### src/design/pact_pkg.sv
// package for the periodic compare alarm timer
// holds widths, channel count, command and register codes, shared structs
// no dependencies
package pact_pkg;

    localparam int CHANNELS   = 3;
    localparam int COUNT_W    = 16;
    localparam int PRESC_W    = 3;
    localparam int LOG2_W     = 2;
    localparam int CMD_W      = 3;
    localparam int CHAN_W     = 3;
    localparam int FIRED_W    = 3;
    localparam int CFG_IDX_W  = 2;
    localparam int CFG_DATA_W = 2;

    localparam logic [CHAN_W-1:0] CHAN_LIMIT = CHAN_W'(CHANNELS);

    typedef enum logic [CMD_W-1:0] {
        CMD_TICK    = 3'd0,
        CMD_ARM_NOW = 3'd1,
        CMD_ARM_REF = 3'd2,
        CMD_DISARM  = 3'd3,
        CMD_READ    = 3'd4
    } t_command;

    typedef enum logic [CFG_IDX_W-1:0] {
        CFG_PRESCALE = 2'd0,
        CFG_COUNT_EN = 2'd1,
        CFG_OVF_REP  = 2'd2
    } t_cfg_reg;

    // one input transaction
    typedef struct packed {
        logic [CMD_W-1:0]   command;
        logic [CHAN_W-1:0]  channel;
        logic [COUNT_W-1:0] delay;
        logic [COUNT_W-1:0] period;
        logic [COUNT_W-1:0] reference;
    } t_item;

    // one result transaction
    typedef struct packed {
        logic               status;
        logic [COUNT_W-1:0] time_res;
        logic [FIRED_W-1:0] fired_mask;
        logic               overflow;
    } t_result;

    // per-channel control from the top level
    typedef struct packed {
        logic               arm;
        logic               disarm;
        logic               advance;
        logic [COUNT_W-1:0] arm_base;
        logic [COUNT_W-1:0] delay;
        logic [COUNT_W-1:0] period;
        logic [COUNT_W-1:0] new_count;
    } t_chan_ctl;

endpackage

### src/design/pact_if.sv
// channel interfaces for the compare alarm timer: items, results, config writes
// depends on pact_pkg
interface pact_in_if;
    import pact_pkg::*;
    logic               valid;
    logic               ready;
    logic [CMD_W-1:0]   command;
    logic [CHAN_W-1:0]  channel;
    logic [COUNT_W-1:0] delay;
    logic [COUNT_W-1:0] period;
    logic [COUNT_W-1:0] reference;
    modport source (output valid, command, channel, delay, period, reference, input ready);
    modport sink (input valid, command, channel, delay, period, reference, output ready);
endinterface

interface pact_res_if;
    import pact_pkg::*;
    logic               valid;
    logic               ready;
    logic               status;
    logic [COUNT_W-1:0] time_res;
    logic [FIRED_W-1:0] fired_mask;
    logic               overflow;
    modport source (output valid, status, time_res, fired_mask, overflow, input ready);
    modport sink (input valid, status, time_res, fired_mask, overflow, output ready);
endinterface

interface pact_cfg_if;
    import pact_pkg::*;
    logic                  valid;
    logic                  ready;
    logic [CFG_IDX_W-1:0]  reg_index;
    logic [CFG_DATA_W-1:0] wdata;
    modport source (output valid, reg_index, wdata, input ready);
    modport sink (input valid, reg_index, wdata, output ready);
endinterface

### src/design/pact_chan.sv
// one compare channel: compare value, reload period, armed flag
// depends on pact_pkg
module pact_chan (
    input  logic                i_clk,
    input  logic                i_rst_n,
    input  pact_pkg::t_chan_ctl i_ctl,
    output logic                o_fired
);
    import pact_pkg::*;

    logic [COUNT_W-1:0] r_cmp, n_cmp;
    logic [COUNT_W-1:0] r_period, n_period;
    logic               r_armed, n_armed;
    logic               hit;

    // match only when the counter steps onto the compare value
    assign hit     = i_ctl.advance && r_armed && (r_cmp == i_ctl.new_count);
    assign o_fired = hit;

    // next channel state
    always_comb begin
        n_cmp    = r_cmp;
        n_period = r_period;
        n_armed  = r_armed;
        if (i_ctl.arm) begin
            n_cmp    = i_ctl.arm_base + i_ctl.delay;
            n_period = i_ctl.period;
            n_armed  = 1'b1;
        end else if (i_ctl.disarm) begin
            n_cmp    = '0;
            n_period = '0;
            n_armed  = 1'b0;
        end else if (hit) begin
            if (r_period != '0) begin
                n_cmp = r_cmp + r_period;
            end else begin
                n_cmp   = '0;
                n_armed = 1'b0;
            end
        end
    end

    // armed flag is control, compare and period are payload
    always_ff @(posedge i_clk) begin
        if (!i_rst_n) begin
            r_armed <= 1'b0;
        end else begin
            r_armed <= n_armed;
        end
        r_cmp    <= n_cmp;
        r_period <= n_period;
    end

endmodule

### src/design/periodic_compare_alarm_timer.sv
// top level of the periodic compare alarm timer
// depends on pact_pkg, pact_if (pact_in_if, pact_res_if, pact_cfg_if) and pact_chan
//
// A 16-bit counter with a power-of-two prescaler and CHANNELS compare channels.
// Each item is one command (tick, arm from now, arm from reference, disarm,
// read time) and gives exactly one result. An item enters an input register;
// when it moves on, the counter and all channel registers are updated in
// one step while the result is written to an output register; the block takes
// one item per clock cycle while results are not stalled. That single update
// step over the counter and channel state sets the rate. A stalled result only
// blocks new items once both registers are full. Configuration registers are
// always ready and take effect at once.
module periodic_compare_alarm_timer (
    input  logic  i_clk,
    input  logic  i_rst_n,
    pact_in_if.sink    i_in,
    pact_res_if.source o_res,
    pact_cfg_if.sink   i_cfg
);
    import pact_pkg::*;

    // configuration registers
    logic [LOG2_W-1:0] r_presc_log2;
    logic              r_count_en;
    logic              r_ovf_rep;

    // timer state
    logic [COUNT_W-1:0] r_count, n_count;
    logic [PRESC_W-1:0] r_presc, n_presc;

    // pipeline registers
    logic    r_s1_valid;
    t_item   r_s1;
    logic    r_out_valid;
    t_result r_out, n_out;

    logic               s1_move;
    logic               in_take;
    logic               is_tick;
    logic               is_chan_cmd;
    logic               bad_chan;
    logic               advance;
    logic [PRESC_W-1:0] limit;
    logic [COUNT_W-1:0] count_inc;
    logic [CHANNELS-1:0] fired;
    logic [FIRED_W-1:0]  fired_mask;
    t_chan_ctl           chan_ctl [CHANNELS];

    // handshake
    assign s1_move    = r_s1_valid && (!r_out_valid || o_res.ready);
    assign i_in.ready = !r_s1_valid || s1_move;
    assign in_take    = i_in.valid && i_in.ready;
    assign i_cfg.ready = 1'b1;

    // configuration writes
    always_ff @(posedge i_clk) begin
        if (!i_rst_n) begin
            r_presc_log2 <= '0;
            r_count_en   <= 1'b0;
            r_ovf_rep    <= 1'b0;
        end else if (i_cfg.valid) begin
            case (i_cfg.reg_index)
                CFG_PRESCALE: r_presc_log2 <= i_cfg.wdata[LOG2_W-1:0];
                CFG_COUNT_EN: r_count_en   <= i_cfg.wdata[0];
                CFG_OVF_REP:  r_ovf_rep    <= i_cfg.wdata[0];
                default: ;
            endcase
        end
    end

    // input register
    always_ff @(posedge i_clk) begin
        if (!i_rst_n) begin
            r_s1_valid <= 1'b0;
        end else if (i_in.ready) begin
            r_s1_valid <= i_in.valid;
        end
        if (in_take) begin
            r_s1.command   <= i_in.command;
            r_s1.channel   <= i_in.channel;
            r_s1.delay     <= i_in.delay;
            r_s1.period    <= i_in.period;
            r_s1.reference <= i_in.reference;
        end
    end

    // command decode and counter step
    assign is_tick     = (r_s1.command == CMD_TICK);
    assign is_chan_cmd = r_s1.command inside {CMD_ARM_NOW, CMD_ARM_REF, CMD_DISARM};
    assign bad_chan    = is_chan_cmd && (r_s1.channel >= CHAN_LIMIT);
    assign limit       = PRESC_W'((4'd1 << r_presc_log2) - 4'd1);
    assign advance     = s1_move && is_tick && r_count_en && (r_presc >= limit);
    assign count_inc   = r_count + COUNT_W'(1);

    always_comb begin
        n_count = r_count;
        n_presc = r_presc;
        if (s1_move && is_tick && r_count_en) begin
            if (r_presc >= limit) begin
                n_presc = '0;
                n_count = count_inc;
            end else begin
                n_presc = r_presc + PRESC_W'(1);
            end
        end
    end

    always_ff @(posedge i_clk) begin
        if (!i_rst_n) begin
            r_count <= '0;
            r_presc <= '0;
        end else begin
            r_count <= n_count;
            r_presc <= n_presc;
        end
    end

    // compare channels
    for (genvar c = 0; c < CHANNELS; c++) begin : g_chan
        always_comb begin
            chan_ctl[c].arm       = s1_move && !bad_chan
                                    && (r_s1.channel == CHAN_W'(c))
                                    && (r_s1.command == CMD_ARM_NOW
                                        || r_s1.command == CMD_ARM_REF);
            chan_ctl[c].disarm    = s1_move && !bad_chan
                                    && (r_s1.channel == CHAN_W'(c))
                                    && (r_s1.command == CMD_DISARM);
            chan_ctl[c].advance   = advance;
            chan_ctl[c].arm_base  = (r_s1.command == CMD_ARM_REF) ? r_s1.reference : r_count;
            chan_ctl[c].delay     = r_s1.delay;
            chan_ctl[c].period    = r_s1.period;
            chan_ctl[c].new_count = count_inc;
        end

        pact_chan u_chan (
            .i_clk   (i_clk),
            .i_rst_n (i_rst_n),
            .i_ctl   (chan_ctl[c]),
            .o_fired (fired[c])
        );
    end

    // each channel drives its own mask bit; mask bits above the channel count read as zero
    for (genvar b = 0; b < FIRED_W; b++) begin : g_mask
        if (b < CHANNELS) begin : g_used
            assign fired_mask[b] = fired[b];
        end else begin : g_unused
            assign fired_mask[b] = 1'b0;
        end
    end

    // result
    always_comb begin
        n_out.status     = bad_chan;
        n_out.time_res   = n_count;
        n_out.fired_mask = fired_mask;
        n_out.overflow   = advance && r_ovf_rep && (count_inc == '0);
    end

    // output register
    always_ff @(posedge i_clk) begin
        if (!i_rst_n) begin
            r_out_valid <= 1'b0;
        end else if (s1_move) begin
            r_out_valid <= 1'b1;
        end else if (o_res.ready) begin
            r_out_valid <= 1'b0;
        end
        if (s1_move) begin
            r_out <= n_out;
        end
    end

    assign o_res.valid      = r_out_valid;
    assign o_res.status     = r_out.status;
    assign o_res.time_res   = r_out.time_res;
    assign o_res.fired_mask = r_out.fired_mask;
    assign o_res.overflow   = r_out.overflow;

`ifndef SYNTHESIS
    // input side stalls only when both stages hold a transaction and the output waits
    a_stall_only_when_full: assert property (@(posedge i_clk) disable iff (!i_rst_n)
        !i_in.ready |-> (r_s1_valid && r_out_valid && !o_res.ready))
        else $error("input stalled while a stage is free");

    // overflow is reported only on a wrap to zero
    a_ovf_at_zero: assert property (@(posedge i_clk) disable iff (!i_rst_n)
        (r_out_valid && r_out.overflow) |-> (r_out.time_res == '0))
        else $error("overflow reported with nonzero time");

    // counter holds unless a tick advances it
    a_count_hold: assert property (@(posedge i_clk) disable iff (!i_rst_n)
        !advance |=> $stable(r_count))
        else $error("counter changed without an advancing tick");

    // a rejected channel index comes only from arm or disarm commands
    a_status_cmd: assert property (@(posedge i_clk) disable iff (!i_rst_n)
        (s1_move && bad_chan) |-> !is_tick)
        else $error("invalid channel status on a tick");
`endif

endmodule

### src/flat_wrapper.sv
// flat-port wrapper written by rule: the top's interface ports become plain ports
module periodic_compare_alarm_timer_flat import pact_pkg::*;
  (i_clk, i_rst_n, i_in_valid, i_in_command, i_in_channel, i_in_delay, i_in_period, i_in_reference, i_in_ready, o_res_valid, o_res_status, o_res_time_res, o_res_fired_mask, o_res_overflow, o_res_ready, i_cfg_valid, i_cfg_reg_index, i_cfg_wdata, i_cfg_ready);
  pact_in_if i_in_i ();
  pact_res_if o_res_i ();
  pact_cfg_if i_cfg_i ();
  input  logic i_clk;
  input  logic i_rst_n;
  input wire logic [$bits(i_in_i.valid)-1:0] i_in_valid;
  input wire logic [$bits(i_in_i.command)-1:0] i_in_command;
  input wire logic [$bits(i_in_i.channel)-1:0] i_in_channel;
  input wire logic [$bits(i_in_i.delay)-1:0] i_in_delay;
  input wire logic [$bits(i_in_i.period)-1:0] i_in_period;
  input wire logic [$bits(i_in_i.reference)-1:0] i_in_reference;
  output wire logic [$bits(i_in_i.ready)-1:0] i_in_ready;
  output wire logic [$bits(o_res_i.valid)-1:0] o_res_valid;
  output wire logic [$bits(o_res_i.status)-1:0] o_res_status;
  output wire logic [$bits(o_res_i.time_res)-1:0] o_res_time_res;
  output wire logic [$bits(o_res_i.fired_mask)-1:0] o_res_fired_mask;
  output wire logic [$bits(o_res_i.overflow)-1:0] o_res_overflow;
  input wire logic [$bits(o_res_i.ready)-1:0] o_res_ready;
  input wire logic [$bits(i_cfg_i.valid)-1:0] i_cfg_valid;
  input wire logic [$bits(i_cfg_i.reg_index)-1:0] i_cfg_reg_index;
  input wire logic [$bits(i_cfg_i.wdata)-1:0] i_cfg_wdata;
  output wire logic [$bits(i_cfg_i.ready)-1:0] i_cfg_ready;
  assign i_in_i.valid = i_in_valid;
  assign i_in_i.command = i_in_command;
  assign i_in_i.channel = i_in_channel;
  assign i_in_i.delay = i_in_delay;
  assign i_in_i.period = i_in_period;
  assign i_in_i.reference = i_in_reference;
  assign i_in_ready = i_in_i.ready;
  assign o_res_valid = o_res_i.valid;
  assign o_res_status = o_res_i.status;
  assign o_res_time_res = o_res_i.time_res;
  assign o_res_fired_mask = o_res_i.fired_mask;
  assign o_res_overflow = o_res_i.overflow;
  assign o_res_i.ready = o_res_ready;
  assign i_cfg_i.valid = i_cfg_valid;
  assign i_cfg_i.reg_index = i_cfg_reg_index;
  assign i_cfg_i.wdata = i_cfg_wdata;
  assign i_cfg_ready = i_cfg_i.ready;
  periodic_compare_alarm_timer u_core (.i_clk(i_clk), .i_rst_n(i_rst_n), .i_in(i_in_i), .o_res(o_res_i), .i_cfg(i_cfg_i));
endmodule
### config.mk
export PLATFORM = sky130hd
export DESIGN_NAME = periodic_compare_alarm_timer_flat
export DESIGN_NICKNAME = d
export VERILOG_FILES = /design/src/design/pact_pkg.sv /design/src/design/pact_if.sv /design/src/design/pact_chan.sv /design/src/design/periodic_compare_alarm_timer.sv /design/src/flat_wrapper.sv
export SDC_FILE = /design/constraint.sdc
export NUM_CORES = 1
export LEC_CHECK = 0
export BUFFER_PORTS_ARGS = -buffer_cell sky130_fd_sc_hd__buf_2
export CAP_MARGIN = 0
export CORE_ASPECT_RATIO = 0.75
export CORE_MARGIN = 2
export CORE_UTILIZATION = 45
export DETAILED_ROUTE_END_ITERATION = 10
export PLACE_DENSITY_LB_ADDON = 0.2
export SLEW_MARGIN = 5
export SYNTH_ARGS = -nofsm -noshare
export SYNTH_HDL_FRONTEND = slang
export SYNTH_HIERARCHICAL = 1
export SYNTH_SLANG_ARGS = --single-unit
### constraint.sdc
create_clock -name i_clk -period 12.6 [get_ports i_clk]
set_clock_uncertainty 0.15 [all_clocks]
set_input_delay 2.52 -clock i_clk [delete_from_list [all_inputs] [get_ports i_clk]]
set_output_delay 2.52 -clock i_clk [all_outputs]
set_load 0.02 [all_outputs]
==> flow_results.xml <==
<?xml version="1.0" encoding="UTF-8"?>
<metrics>
  <group name="floorplan">
    <metric name="coreArea" unit="mm2">0.0281</metric>
    <metric name="dieArea" unit="mm2">0.0299</metric>
    <metric name="die-height" unit="um">150</metric>
    <metric name="ioPinCount" unit="">87</metric>
    <metric name="floorplan.rows" unit="">53</metric>
    <metric name="dieWidth" unit="um">199</metric>
    <metric name="floorplan.initialDensity" unit="">0.458</metric>
  </group>
  <group name="grt">
    <metric name="grt_first_pass_wirelength" unit="um">55300</metric>
    <metric name="maximum_number_of_pins_on_one_net_before_global_route_repair" unit="">55</metric>
    <metric name="grt_usage" unit="">0.257</metric>
    <metric name="grt_antenna_before_repair" unit="">3</metric>
    <metric name="globalRouteOverflowTotal" unit="">0</metric>
    <metric name="grt_pass1_vias" unit="">8973</metric>
  </group>
  <group name="sta">
    <metric name="tightest_slew" unit="ns">1.13</metric>
    <metric name="timing.setup.tns" unit="ns">0</metric>
    <metric name="clock_period_minus_worst_slack" unit="ns">5.88</metric>
    <metric name="rsz_0062_raised_after_global_routing" unit="">no</metric>
    <metric name="clock.fmax" unit="GHz">0.170</metric>
    <metric name="finalMaxSlewViolations" unit="">0</metric>
    <metric name="hold_viol" unit="">0</metric>
    <metric name="final-setup-viol-count" unit="">0</metric>
    <metric name="max_slew_margin" unit="">0.241</metric>
    <metric name="timing.final.crit_share" unit="">0.467</metric>
  </group>
  <group name="routing">
    <metric name="drt_first_pass_iters" unit="">5</metric>
    <metric name="avgRoutedWirePerCell" unit="um">22.8</metric>
    <metric name="routed_wl" unit="um">37600</metric>
    <metric name="detailedRoute.firstIterationViolations" unit="">1014</metric>
    <metric name="remaining_drc_errors" unit="">0</metric>
    <metric name="ant_nets" unit="">0</metric>
    <metric name="detailroute.via_count" unit="">9685</metric>
    <metric name="detail_route.vias_per_cell" unit="">5.88</metric>
  </group>
  <group name="power_and_ir_drop">
    <metric name="irDropWorstVdd" unit="uV">99.2</metric>
    <metric name="leakage" unit="uW">0.00541</metric>
    <metric name="post-layout-total-power" unit="uW">1430</metric>
    <metric name="pwr_density_cell" unit="mW/mm2">100</metric>
  </group>
  <group name="clock_network">
    <metric name="cts-hold-fix-buffers" unit="">0</metric>
    <metric name="worstSkewPairLatency" unit="ns">0.46</metric>
    <metric name="cts_root_buffer" unit="">sky130_fd_sc_hd__clkbuf_16</metric>
    <metric name="numClockSinks" unit="">199</metric>
    <metric name="h_tree_lvls" unit="">4</metric>
    <metric name="clockBufferDepth" unit="">2</metric>
    <metric name="tritoncts" unit="">yes</metric>
    <metric name="postCtsResizedCells" unit="">0</metric>
    <metric name="number_of_setup_buffers_added_after_cts" unit="">0</metric>
    <metric name="cts.reportedPaths.clkPinSlew" unit="ns">0.08</metric>
    <metric name="tritoncts.num_buffers" unit="">17</metric>
  </group>
  <group name="synth">
    <metric name="synth_simple_gate_area_frac" unit="">0.157</metric>
    <metric name="synth.net_count" unit="">1329</metric>
    <metric name="yosysSeqAreaShare" unit="">0.443</metric>
    <metric name="synth_ff_type" unit="">sky130_fd_sc_hd__edfxtp_1</metric>
    <metric name="synthCells" unit="">1165</metric>
    <metric name="share_of_the_synthesized_area_in_compound_gates_ao_oa_aoi_oai" unit="">0.145</metric>
    <metric name="largest_family_of_logic_cells_by_synthesized_area" unit="">simple AND/OR/NAND/NOR gates</metric>
    <metric name="yosys-mux-area-fraction" unit="">0.0209</metric>
    <metric name="synth_adder_area_share" unit="">0.102</metric>
    <metric name="syn_area" unit="mm2">0.0128</metric>
    <metric name="synth_edf_count" unit="">171</metric>
    <metric name="mean_instance_size_in_the_synthesized_netlist" unit="um2">11.0</metric>
    <metric name="synth_seq_cells" unit="">199</metric>
    <metric name="yosys_warnings" unit="">6</metric>
    <metric name="yosys.cell_types.count" unit="">92</metric>
    <metric name="yosys.area_share.xor_xnor" unit="">0.108</metric>
    <metric name="synth_async_sr_flop_share" unit="">0</metric>
  </group>
  <group name="critical_path">
    <metric name="cp_cell_sequence" unit="">buf_2, nor2b_1, nand2_1, buf_2</metric>
    <metric name="path_class" unit="">input port to output pin</metric>
    <metric name="max_incr_delay_on_cp" unit="ns">0.30</metric>
    <metric name="endpoint_kind" unit="">output pin</metric>
    <metric name="timing.critical_path.from" unit="">o_res_ready</metric>
    <metric name="critPathMaxFanout" unit="">5</metric>
    <metric name="start_kind" unit="">input port</metric>
    <metric name="r2r_start" unit="">u_core/r_s1[53]</metric>
    <metric name="reg2reg_to" unit="">u_core/g_chan[1].u_chan/r_cmp[14]</metric>
    <metric name="rrSetupSlack" unit="ns">8.18</metric>
    <metric name="timing.reg2reg.worst_path_depth" unit="">13</metric>
    <metric name="worst-endpoint-arrival" unit="ns">3.21</metric>
    <metric name="cpLargestDelayFamily" unit="">simple AND/OR/NAND/NOR gates</metric>
    <metric name="critical-path-slowest-cell" unit="">sky130_fd_sc_hd__nor2b_1</metric>
    <metric name="timing.critical_path.buf_inv" unit="">2</metric>
    <metric name="critical-path-top-cell-by-count" unit="">sky130_fd_sc_hd__buf_2</metric>
    <metric name="cp_data_required_time" unit="ns">9.93</metric>
  </group>
  <group name="worst_hold_path">
    <metric name="timing.hold.worst.start" unit="">u_core/g_chan[1].u_chan/r_armed</metric>
    <metric name="min_path_type" unit="">flop to flop</metric>
    <metric name="holdPathStages" unit="">2</metric>
    <metric name="worst_hold_path.endpoint" unit="">u_core/g_chan[1].u_chan/r_armed</metric>
  </group>
  <group name="status">
    <metric name="status" unit="">complete, no violations</metric>
  </group>
  <group name="final_layout">
    <metric name="mostFrequentLayoutCell" unit="">sky130_fd_sc_hd__edfxtp_1</metric>
    <metric name="layout.cells.most_common_list" unit="">sky130_fd_sc_hd__edfxtp_1 (171), sky130_fd_sc_hd__ha_1 (95), sky130_fd_sc_hd__buf_2 (85)</metric>
    <metric name="area_growth_syn_to_layout" unit="%">11.0</metric>
    <metric name="layout-drive-gt1-share" unit="">0.155</metric>
    <metric name="num-nets-final" unit="">1411</metric>
  </group>
  <group name="placed_design">
    <metric name="place.port_buffers" unit="">85</metric>
    <metric name="estimated_wirelength_of_the_detail_placed_design" unit="um">29400</metric>
    <metric name="gp_congestion" unit="">0.951</metric>
  </group>
  <group name="job">
    <metric name="max_cap_violations" unit="">0</metric>
  </group>
</metrics>
-- metrics by stage --
stage | area, um2 | std cells | hold WS [ns] | worst slack, ns | util
after floorplan | 12800 | 1165 | 0.329 | 6.63 | -
after global placement | 13700 | 1613 | 0.362 | 6.49 | 0.488
after detailed placement | 13700 | 1613 | 0.358 | 6.43 | 0.488
after CTS | 14300 | 1644 | 0.374 | 6.72 | 0.508
after global routing | 14300 | 1644 | 0.392 | 6.51 | 0.508
final | 14300 | 1646 | 0.373 | 6.72 | 0.509
-- cells in the mapped netlist, types with 20 or more instances --
library cell / count / share of area
sky130_fd_sc_hd__a21o_1: 20 / 0.012
sky130_fd_sc_hd__a21oi_1: 65 / 0.025
sky130_fd_sc_hd__and2_1: 67 / 0.033
sky130_fd_sc_hd__dfxtp_1: 28 / 0.044
sky130_fd_sc_hd__edfxtp_1: 171 / 0.40
sky130_fd_sc_hd__ha_1: 95 / 0.093
sky130_fd_sc_hd__inv_1: 40 / 0.012
sky130_fd_sc_hd__nand2_1: 56 / 0.016
sky130_fd_sc_hd__nand2b_1: 23 / 0.011
sky130_fd_sc_hd__nand3_1: 27 / 0.011
sky130_fd_sc_hd__nor2_1: 49 / 0.014
sky130_fd_sc_hd__o21a_1: 22 / 0.013
sky130_fd_sc_hd__o21ai_0: 37 / 0.014
sky130_fd_sc_hd__o22ai_1: 35 / 0.017
sky130_fd_sc_hd__xnor2_1: 84 / 0.057
sky130_fd_sc_hd__xor2_1: 64 / 0.044
-- worst max path at each step --
stage / end / slack [ns] / depth (start not counted)
6_report: i_in_ready / 6.72 / 4
5_1_grt: u_core/g_chan[1].u_chan/r_armed / 6.51 / 14
4_1_cts: i_in_ready / 6.72 / 4
3_5_place_dp: u_core/g_chan[1].u_chan/r_armed / 6.43 / 14
3_3_place_gp: u_core/g_chan[1].u_chan/r_armed / 6.49 / 14
2_1_floorplan: u_core/g_chan[2].u_chan/r_cmp[14] / 6.63 / 10
-- report_power, final --
group	internal, uW	switching, uW
clock network	277	268
registers	730	20.8
logic	51.2	79.3
-- cell type report --
| class | instances | area, um2 |
|---|---|---|
| Fill cell | 2550 | 13800 |
| Multi-Input combinational cell | 895 | 6870 |
| Sequential cell | 199 | 5700 |
| Timing Repair Buffer | 94 | 493 |
| Tap cell | 385 | 482 |
| Clock buffer | 17 | 425 |
| Inverter | 40 | 150 |
| Clock inverter | 14 | 144 |
| Antenna cell | 2 | 5.00 |
-- routing by layer --
metal | part of all wire | GRT usage | wire (um)
met5 | 0.00035 | 0 | 13
met3 | 0.11 | 0.0849 | 4000
met2 | 0.41 | 0.356 | 15400
met1 | 0.47 | 0.383 | 17700
met4 | 0.014 | 0.0634 | 511
-- state kept, by name, indices dropped and copies added (netlist names), 2 cells and up --
register                       cells
u_core/g_chan.u_chan/r_cmp        48
u_core/g_chan.u_chan/r_period     48
u_core/chan_ctl                   32
u_core/r_s1                       22
u_core/o_res.time_res             16
u_core/r_count                    16
u_core/g_chan.u_chan/r_armed       3
u_core/o_res.fired_mask            3
u_core/r_presc                     3
u_core/r_presc_log2                2
-- worst register-to-register path, stage by stage (launching register included) --
cell and delay, ns:
sky130_fd_sc_hd__edfxtp_1 0.63, sky130_fd_sc_hd__nor3b_2 0.08, sky130_fd_sc_hd__buf_4 0.22, sky130_fd_sc_hd__o21ai_0 0.69, sky130_fd_sc_hd__ha_1 0.34, sky130_fd_sc_hd__inv_1 0.07, sky130_fd_sc_hd__fa_1 0.41, sky130_fd_sc_hd__nor2b_1 0.26
sky130_fd_sc_hd__o31ai_4 0.13, sky130_fd_sc_hd__a21oi_1 0.23, sky130_fd_sc_hd__o21ai_2 0.09, sky130_fd_sc_hd__a211oi_1 0.24, sky130_fd_sc_hd__o21ai_0 0.33, sky130_fd_sc_hd__a31o_1 0.32
-- cells by family (layout without fill, tap and decap cells) --
| kind of cell | after synthesis | count (layout) |
|---|---|---|
| multiplexers | 25 | 25 |
| other | 1 | 3 |
| XOR/XNOR | 154 | 154 |
| AO/OA/AOI/OAI | 268 | 268 |
| flip-flops | 199 | 199 |
| adder cells (fa/ha/maj) | 101 | 101 |
| AND/OR/NAND/NOR | 346 | 346 |
| buffers and inverters | 71 | 165 |
Note: power is estimated with default switching activity, not from simulation.
